[src/hdl/ddfr_pkg.sv]
// Shared types, constants and the 5x3 digit font for the decimal digit row unit.
// No dependencies.
package ddfr_pkg;

  localparam int unsigned NumDigits  = 10;
  localparam int unsigned GlyphRows  = 5;
  localparam int unsigned GlyphCols  = 3;
  localparam int unsigned BinBits    = 31;
  localparam int unsigned PixBits    = GlyphCols * NumDigits;

  localparam logic [2:0] LastRow     = 3'd4;
  localparam logic [3:0] MaxCount    = 4'd10;

  typedef logic [NumDigits-1:0][3:0] bcd_t;

  // request to the row formatter: which row, how many digits, digits left-aligned
  typedef struct packed {
    logic [2:0] row;
    logic [3:0] count;
    bcd_t       digits;
  } row_req_t;

  // bit k of the result is column k of the glyph row
  function automatic logic [GlyphCols-1:0] font_row(input logic [2:0] row,
                                                    input logic [3:0] digit);
    logic [GlyphCols-1:0] m;
    m = 3'd0;
    case (row)
      3'd0: begin
        case (digit)
          4'd1:    m = 3'd2;
          4'd4:    m = 3'd5;
          4'd0, 4'd2, 4'd3, 4'd5, 4'd6, 4'd7, 4'd8, 4'd9: m = 3'd7;
          default: m = 3'd0;
        endcase
      end
      3'd1: begin
        case (digit)
          4'd0, 4'd4, 4'd8, 4'd9: m = 3'd5;
          4'd1:    m = 3'd2;
          4'd2, 4'd3, 4'd7: m = 3'd4;
          4'd5, 4'd6: m = 3'd1;
          default: m = 3'd0;
        endcase
      end
      3'd2: begin
        case (digit)
          4'd0:    m = 3'd5;
          4'd1:    m = 3'd2;
          4'd7:    m = 3'd4;
          4'd2, 4'd3, 4'd4, 4'd5, 4'd6, 4'd8, 4'd9: m = 3'd7;
          default: m = 3'd0;
        endcase
      end
      3'd3: begin
        case (digit)
          4'd0, 4'd6, 4'd8: m = 3'd5;
          4'd1:    m = 3'd2;
          4'd2:    m = 3'd1;
          4'd3, 4'd4, 4'd5, 4'd7, 4'd9: m = 3'd4;
          default: m = 3'd0;
        endcase
      end
      3'd4: begin
        case (digit)
          4'd1:    m = 3'd2;
          4'd4, 4'd7: m = 3'd4;
          4'd0, 4'd2, 4'd3, 4'd5, 4'd6, 4'd8, 4'd9: m = 3'd7;
          default: m = 3'd0;
        endcase
      end
      default: m = 3'd0;
    endcase
    return m;
  endfunction

endpackage

[src/hdl/decimal_digit_font_rows_unit.sv]
// Top level: sequencer around the shared BCD step unit and the row formatter.
// Depends on ddfr_pkg, ddfr_bcd_step, ddfr_row_fmt.
//
// An item is taken when start is high and busy is low. It is converted to BCD
// by 31 double-dabble steps (one per cycle through one shared add-3/shift unit),
// then the digits are shifted left to drop leading zeros (one digit per cycle,
// up to 10 digits), then five rows are sent, top row first, one per cycle with
// valid_o high for one cycle each; the receiver cannot stall them. busy stays
// high until the last row is registered, so a new item can be taken in the
// cycle that the last row is on the outputs and not earlier. Zero and negative
// values give five rows with digit_count 0 and no pixels.
module decimal_digit_font_rows_unit (
  input  logic        clk_i,
  input  logic        rst_ni,
  input  logic        start,
  output logic        busy,
  input  logic [31:0] value_i,
  output logic        valid_o,
  output logic [2:0]  row_index_o,
  output logic [3:0]  digit_count_o,
  output logic [29:0] row_pixels_o,
  output logic        last_row_o
);

  typedef enum logic [1:0] {
    StIdle,
    StConv,
    StNorm,
    StEmit
  } state_e;

  state_e                          state_q;
  logic [ddfr_pkg::BinBits-1:0]    bin_q;
  logic [4:0]                      step_q;
  ddfr_pkg::bcd_t                  bcd_q;
  ddfr_pkg::bcd_t                  bcd_next;
  logic [3:0]                      count_q;
  logic [2:0]                      row_q;
  ddfr_pkg::row_req_t              req;
  logic [ddfr_pkg::PixBits-1:0]    pixels;

  ddfr_bcd_step u_step (
    .bcd_i (bcd_q),
    .bit_i (bin_q[ddfr_pkg::BinBits-1]),
    .bcd_o (bcd_next)
  );

  assign req.row    = row_q;
  assign req.count  = count_q;
  assign req.digits = bcd_q;

  ddfr_row_fmt u_fmt (
    .req_i    (req),
    .pixels_o (pixels)
  );

  assign busy = (state_q != StIdle);

  always_ff @(posedge clk_i or negedge rst_ni) begin
    if (!rst_ni) begin
      state_q       <= StIdle;
      valid_o       <= 1'b0;
      step_q        <= '0;
      count_q       <= '0;
      row_q         <= '0;
      bin_q         <= '0;
      bcd_q         <= '0;
      row_index_o   <= '0;
      digit_count_o <= '0;
      row_pixels_o  <= '0;
      last_row_o    <= 1'b0;
    end else begin
      valid_o <= 1'b0;
      case (state_q)
        StIdle: begin
          if (start) begin
            // negative values convert as zero and end up with no digits
            bin_q   <= value_i[31] ? '0 : value_i[ddfr_pkg::BinBits-1:0];
            bcd_q   <= '0;
            step_q  <= 5'(ddfr_pkg::BinBits - 1);
            count_q <= ddfr_pkg::MaxCount;
            state_q <= StConv;
          end
        end
        StConv: begin
          bcd_q  <= bcd_next;
          bin_q  <= {bin_q[ddfr_pkg::BinBits-2:0], 1'b0};
          step_q <= step_q - 5'd1;
          if (step_q == '0) begin
            state_q <= StNorm;
          end
        end
        StNorm: begin
          // drop leading zeros so the leftmost digit sits in the top slot
          if (count_q == '0 || bcd_q[ddfr_pkg::NumDigits-1] != 4'd0) begin
            row_q   <= '0;
            state_q <= StEmit;
          end else begin
            bcd_q   <= {bcd_q[ddfr_pkg::NumDigits-2:0], 4'd0};
            count_q <= count_q - 4'd1;
          end
        end
        StEmit: begin
          valid_o       <= 1'b1;
          row_index_o   <= row_q;
          digit_count_o <= count_q;
          row_pixels_o  <= pixels;
          last_row_o    <= (row_q == ddfr_pkg::LastRow);
          row_q         <= row_q + 3'd1;
          if (row_q == ddfr_pkg::LastRow) begin
            state_q <= StIdle;
          end
        end
        default: state_q <= StIdle;
      endcase
    end
  end

  // the five rows of an item come back to back, then nothing until a new item
  assert property (@(posedge clk_i) disable iff (!rst_ni)
    valid_o && !last_row_o |=> valid_o && row_index_o == $past(row_index_o) + 3'd1)
    else $error("row sequence broken");

  assert property (@(posedge clk_i) disable iff (!rst_ni)
    valid_o && last_row_o |=> !valid_o)
    else $error("row after last row");

  assert property (@(posedge clk_i) disable iff (!rst_ni)
    start && !busy |=> busy && !valid_o)
    else $error("accepted item not started");

  assert property (@(posedge clk_i) disable iff (!rst_ni)
    valid_o |-> digit_count_o <= ddfr_pkg::MaxCount && row_index_o <= ddfr_pkg::LastRow)
    else $error("row fields out of range");

endmodule

[src/hdl/ddfr_bcd_step.sv]
// One double-dabble step: add-3 adjust on every BCD digit, then shift in one bit.
// Depends on ddfr_pkg.
module ddfr_bcd_step (
  input  ddfr_pkg::bcd_t bcd_i,
  input  logic           bit_i,
  output ddfr_pkg::bcd_t bcd_o
);

  ddfr_pkg::bcd_t                   adj;
  logic [4*ddfr_pkg::NumDigits-1:0] adj_bits;

  always_comb begin
    for (int i = 0; i < ddfr_pkg::NumDigits; i++) begin
      adj[i] = (bcd_i[i] >= 4'd5) ? bcd_i[i] + 4'd3 : bcd_i[i];
    end
  end

  assign adj_bits = adj;
  assign bcd_o    = {adj_bits[4*ddfr_pkg::NumDigits-2:0], bit_i};

endmodule

[src/hdl/ddfr_row_fmt.sv]
// Builds one packed pixel row from left-aligned BCD digits and a digit count.
// Depends on ddfr_pkg.
module ddfr_row_fmt (
  input  ddfr_pkg::row_req_t              req_i,
  output logic [ddfr_pkg::PixBits-1:0]    pixels_o
);

  // lane j shows digit j from the left, i.e. BCD slot NumDigits-1-j
  always_comb begin
    pixels_o = '0;
    for (int j = 0; j < ddfr_pkg::NumDigits; j++) begin
      if (4'(j) < req_i.count) begin
        pixels_o[ddfr_pkg::GlyphCols*j +: ddfr_pkg::GlyphCols] =
          ddfr_pkg::font_row(req_i.row, req_i.digits[ddfr_pkg::NumDigits-1-j]);
      end
    end
  end

endmodule

[config.mk]
export PLATFORM = sky130hd
export DESIGN_NAME = decimal_digit_font_rows_unit
export DESIGN_NICKNAME = d
export VERILOG_FILES = /design/src/hdl/ddfr_pkg.sv /design/src/hdl/decimal_digit_font_rows_unit.sv /design/src/hdl/ddfr_bcd_step.sv /design/src/hdl/ddfr_row_fmt.sv
export SDC_FILE = /design/constraint.sdc
export NUM_CORES = 1
export LEC_CHECK = 0
export ABC_AREA = 1
export BUFFER_PORTS_ARGS = -buffer_cell sky130_fd_sc_hd__buf_2
export CAP_MARGIN = 30
export CORE_MARGIN = 3
export CORE_UTILIZATION = 57
export CTS_BUF_LIST = sky130_fd_sc_hd__clkbuf_8
export CTS_CLUSTER_DIAMETER = 40
export DETAILED_ROUTE_END_ITERATION = 7
export GPL_TIMING_DRIVEN = 1
export PLACE_DENSITY = 0.76
export SLEW_MARGIN = 10
export SYNTH_ARGS = -nofsm -noshare
export SYNTH_HDL_FRONTEND = slang
export SYNTH_HIERARCHICAL = 1
export SYNTH_SLANG_ARGS = --single-unit
[constraint.sdc]
create_clock -name clk_i -period 2 [get_ports clk_i]
set_input_delay 0.2 -clock clk_i [delete_from_list [all_inputs] [get_ports clk_i]]
set_output_delay 0.2 -clock clk_i [all_outputs]
set_load 0.02 [all_outputs]
==> impl_metrics.env <==
export IMPL_status="completed"
export IMPL_die_w_um=142
export IMPL_path_clk_slew_ns=0.08
export IMPL_drt_pass1_iter_count=5
export IMPL_grt_pass1_wl_um=46400
export IMPL_worstPathArrival_ns=2.24
export IMPL_layout_min_cycle_time_ns=1.83
export IMPL_synth_top_family_by_area="simple AND/OR/NAND/NOR gates"
export IMPL_min_to="bin_q[13]"
export IMPL_worstSetupStartpointType="register"
export IMPL_synth_edf_count=0
export IMPL_cts_htree_levels=4
export IMPL_avgSynthCellArea_sq_um=6.66
export IMPL_hold_violations=0
export IMPL_first_global_vias=9449
export IMPL_place_gp_congestion=0.929
export IMPL_syn2layout_area_growth_pct=11.7
export IMPL_period_share_pct=91.5
export IMPL_timing_rr_end="bcd_q[11]"
export IMPL_rsz0062_at_grt="no"
export IMPL_via_per_inst=5.48
export IMPL_ios=75
export IMPL_place_hpwl_um=20200
export IMPL_grt_ovfl_total=0
export IMPL_io_buffers=74
export IMPL_reg2reg_from="state_q[0]"
export IMPL_synthFlopType="dfrtp_1"
export IMPL_grt_max_degree=63
export IMPL_vias=10500
export IMPL_start_util_pct=58.4
export IMPL_synth_simple_gate_area_share_pct=37.5
export IMPL_totalWireLength_um=28400
export IMPL_tightest_slew_ns=0.615
export IMPL_drive_gt1_share_pct=14.5
export IMPL_cts_buffer_depth=2
export IMPL_hp_start="value_i[13]"
export IMPL_worstSetupStartpoint="state_q[0]"
export IMPL_postRouteAntennaNets=0
export IMPL_gr_usage_all_layers_pct=27.9
export IMPL_r2r_slack_ns=0.17
export IMPL_synth_async_reset_ratio_pct=100
export IMPL_power_leakage_uw=0.00620
export IMPL_vdd_drop_max_uv=843
export IMPL_diodes=0
export IMPL_synth_mux_area_share_pct=0
export IMPL_root_buffer="clkbuf_8"
export IMPL_synthAdderAreaFrac_pct=10.7
export IMPL_antenna_found_initial=0
export IMPL_hold_depth=3
export IMPL_syn_area_sq_um=10600
export IMPL_numCtsBuffers=17
export IMPL_mostFrequentLayoutCell="nand2_1"
export IMPL_worstPathRequired_ns=2.41
export IMPL_die_h_um=142
export IMPL_clkLatencyLatePin_ns=0.47
export IMPL_maxCapViolCount=0
export IMPL_synth_compound_area_share_pct=11.6
export IMPL_setup_tns_final_ns=0
export IMPL_syn_num_nets=1712
export IMPL_synth_xor_area_share_pct=0.166
export IMPL_netlist_instances=1587
export IMPL_hold_ws_ns=0.00934
export IMPL_max_freq_mhz=546
export IMPL_power_density_nw_per_um2=1130
export IMPL_wl_per_cell_um=14.8
export IMPL_min_path_type="in -> reg"
export IMPL_drt_iter0_markers=858
export IMPL_seq_area_frac_synth_pct=29.4
export IMPL_reg2regPathDepth=7
export IMPL_ys_ff_latch=124
export IMPL_cts_sinks=124
export IMPL_finalClockSkew_ns=0.0127
export IMPL_coreArea_sq_um=18100
export IMPL_cp_max_fo=37
export IMPL_cts_tree="done"
export IMPL_setup_violations=0
export IMPL_final_cell_mix="nand2_1 (635), nand3_1 (150), inv_1 (141)"
export IMPL_fp_row_count=49
export IMPL_slew_headroom_pct=59.0
export IMPL_die_area_sq_um=20200
export IMPL_synth_warnings=6
export IMPL_synth_cell_types=39
export IMPL_drc=0
export IMPL_n_fill_cell=1659
export IMPL_path_class="reg -> reg"
export IMPL_nNetsFinal=1807
export IMPL_end_kind="register"
export IMPL_final_max_slew_viol_count=0
-- metrics by stage --
step / setup WS (ns) / total power [uW] / instance area (sq um) / instances / util (%)
final: 0.170 / 13300 / 11800 / 1921 / 65.2
after floorplan: 0.428 / 8960 / 10600 / 1587 / -
after detailed placement: 0.111 / 10800 / 11300 / 1880 / 62.4
after global routing: 0.00414 / 14300 / 11800 / 1921 / 65.2
after global placement: 0.177 / 10700 / 11300 / 1880 / 62.4
after CTS: 0.0918 / 13200 / 11800 / 1917 / 65.1
-- how the worst max path moves through the flow --
stage                             to  cells past startpoint  slack (ns)
floorplan            row_pixels_o[9]                     10        0.43
global placement    row_pixels_o[12]                     11        0.18
detailed placement  row_pixels_o[15]                      9        0.11
CTS                 row_pixels_o[15]                      9        0.09
global route               bcd_q[11]                      7       0.004
finish                     bcd_q[11]                      7        0.17
-- logic make-up after synthesis --
kind of cell	after synthesis
XOR/XNOR	2
AO/OA/AOI/OAI	199
flip-flops	124
adder cells (fa/ha/maj)	90
buffers and inverters	240
AND/OR/NAND/NOR	932
-- layer usage --
metal	track usage, %	share of wire [%]
met1	39.3	45
met2	44.5	46
met3	4.20	6.3
met4	8.79	2.4
met5	0	0
-- report_power, final --
part,leakage [uW],internal (uW),total [uW],switching [uW]
clock network,0.000194,1240,2310,1070
registers,0.00162,3180,3620,434
logic,0.00438,2380,7350,4970
-- sequential cells by signal, indices dropped and copies added, names as in the netlist --
name	flops
valid_o	1
row_index_o	3
bcd_q	40
state_q	2
step_q	5
last_row_o	1
row_q	3
bin_q	31
row_pixels_o	30
digit_count_o	4
count_q	4
-- synth_stat cells (2+ instances only) --
library cell	instances	share of area (%)
o211ai_1	6	0.43
nor3_1	3	0.14
inv_1	141	5.0
a21oi_1	34	1.6
dfrtp_1	124	29
nand4_1	50	3.0
o21bai_1	12	0.85
nand3_1	150	7.1
o21ai_0	45	2.1
buf_4	17	1.2
ha_1	90	11
nand2_1	635	23
a21boi_1	7	0.50
or2_1	2	0.12
xnor2_1	2	0.17
nand3_4	2	0.33
nand2_2	6	0.36
inv_2	20	0.71
o21ai_1	38	1.8
nor2_1	66	2.3
buf_2	33	1.6
clkbuf_1	11	0.39
o21ai_2	9	0.75
nor2_4	10	1.1
a21oi_2	13	1.1
nor2_2	4	0.24
a22oi_1	32	2.3
buf_6	14	1.5
-- repair_timing --
item                                   CTS  global route
hold buffers                             8             0
setup endpoints to repair                0             7
gates resized for setup                  0             2
buffers inserted                         0             3
endpoints found under the hold margin   40             0
-- layout make-up --
type,instances,area (sq um),share of cell area (%)
well taps,229,287,2.43
flip-flops and latches,124,3100,26.3
clock inverters,11,148,1.25
clock buffers,18,248,2.10
repair buffers,152,1040,8.82
multi-input cells,1223,6350,53.8
inverters,164,619,5.25
-- worst max-delay path, cell delays in order (launching register included) --
cell and delay (ns):
dfrtp_1 0.41, inv_1 0.10, ha_1 0.32, buf_4 0.40
nand3_1 0.23, nand2_1 0.12, nand4_1 0.10, nand2_1 0.08
No activity file was read; power rests on OpenSTA's default activity.
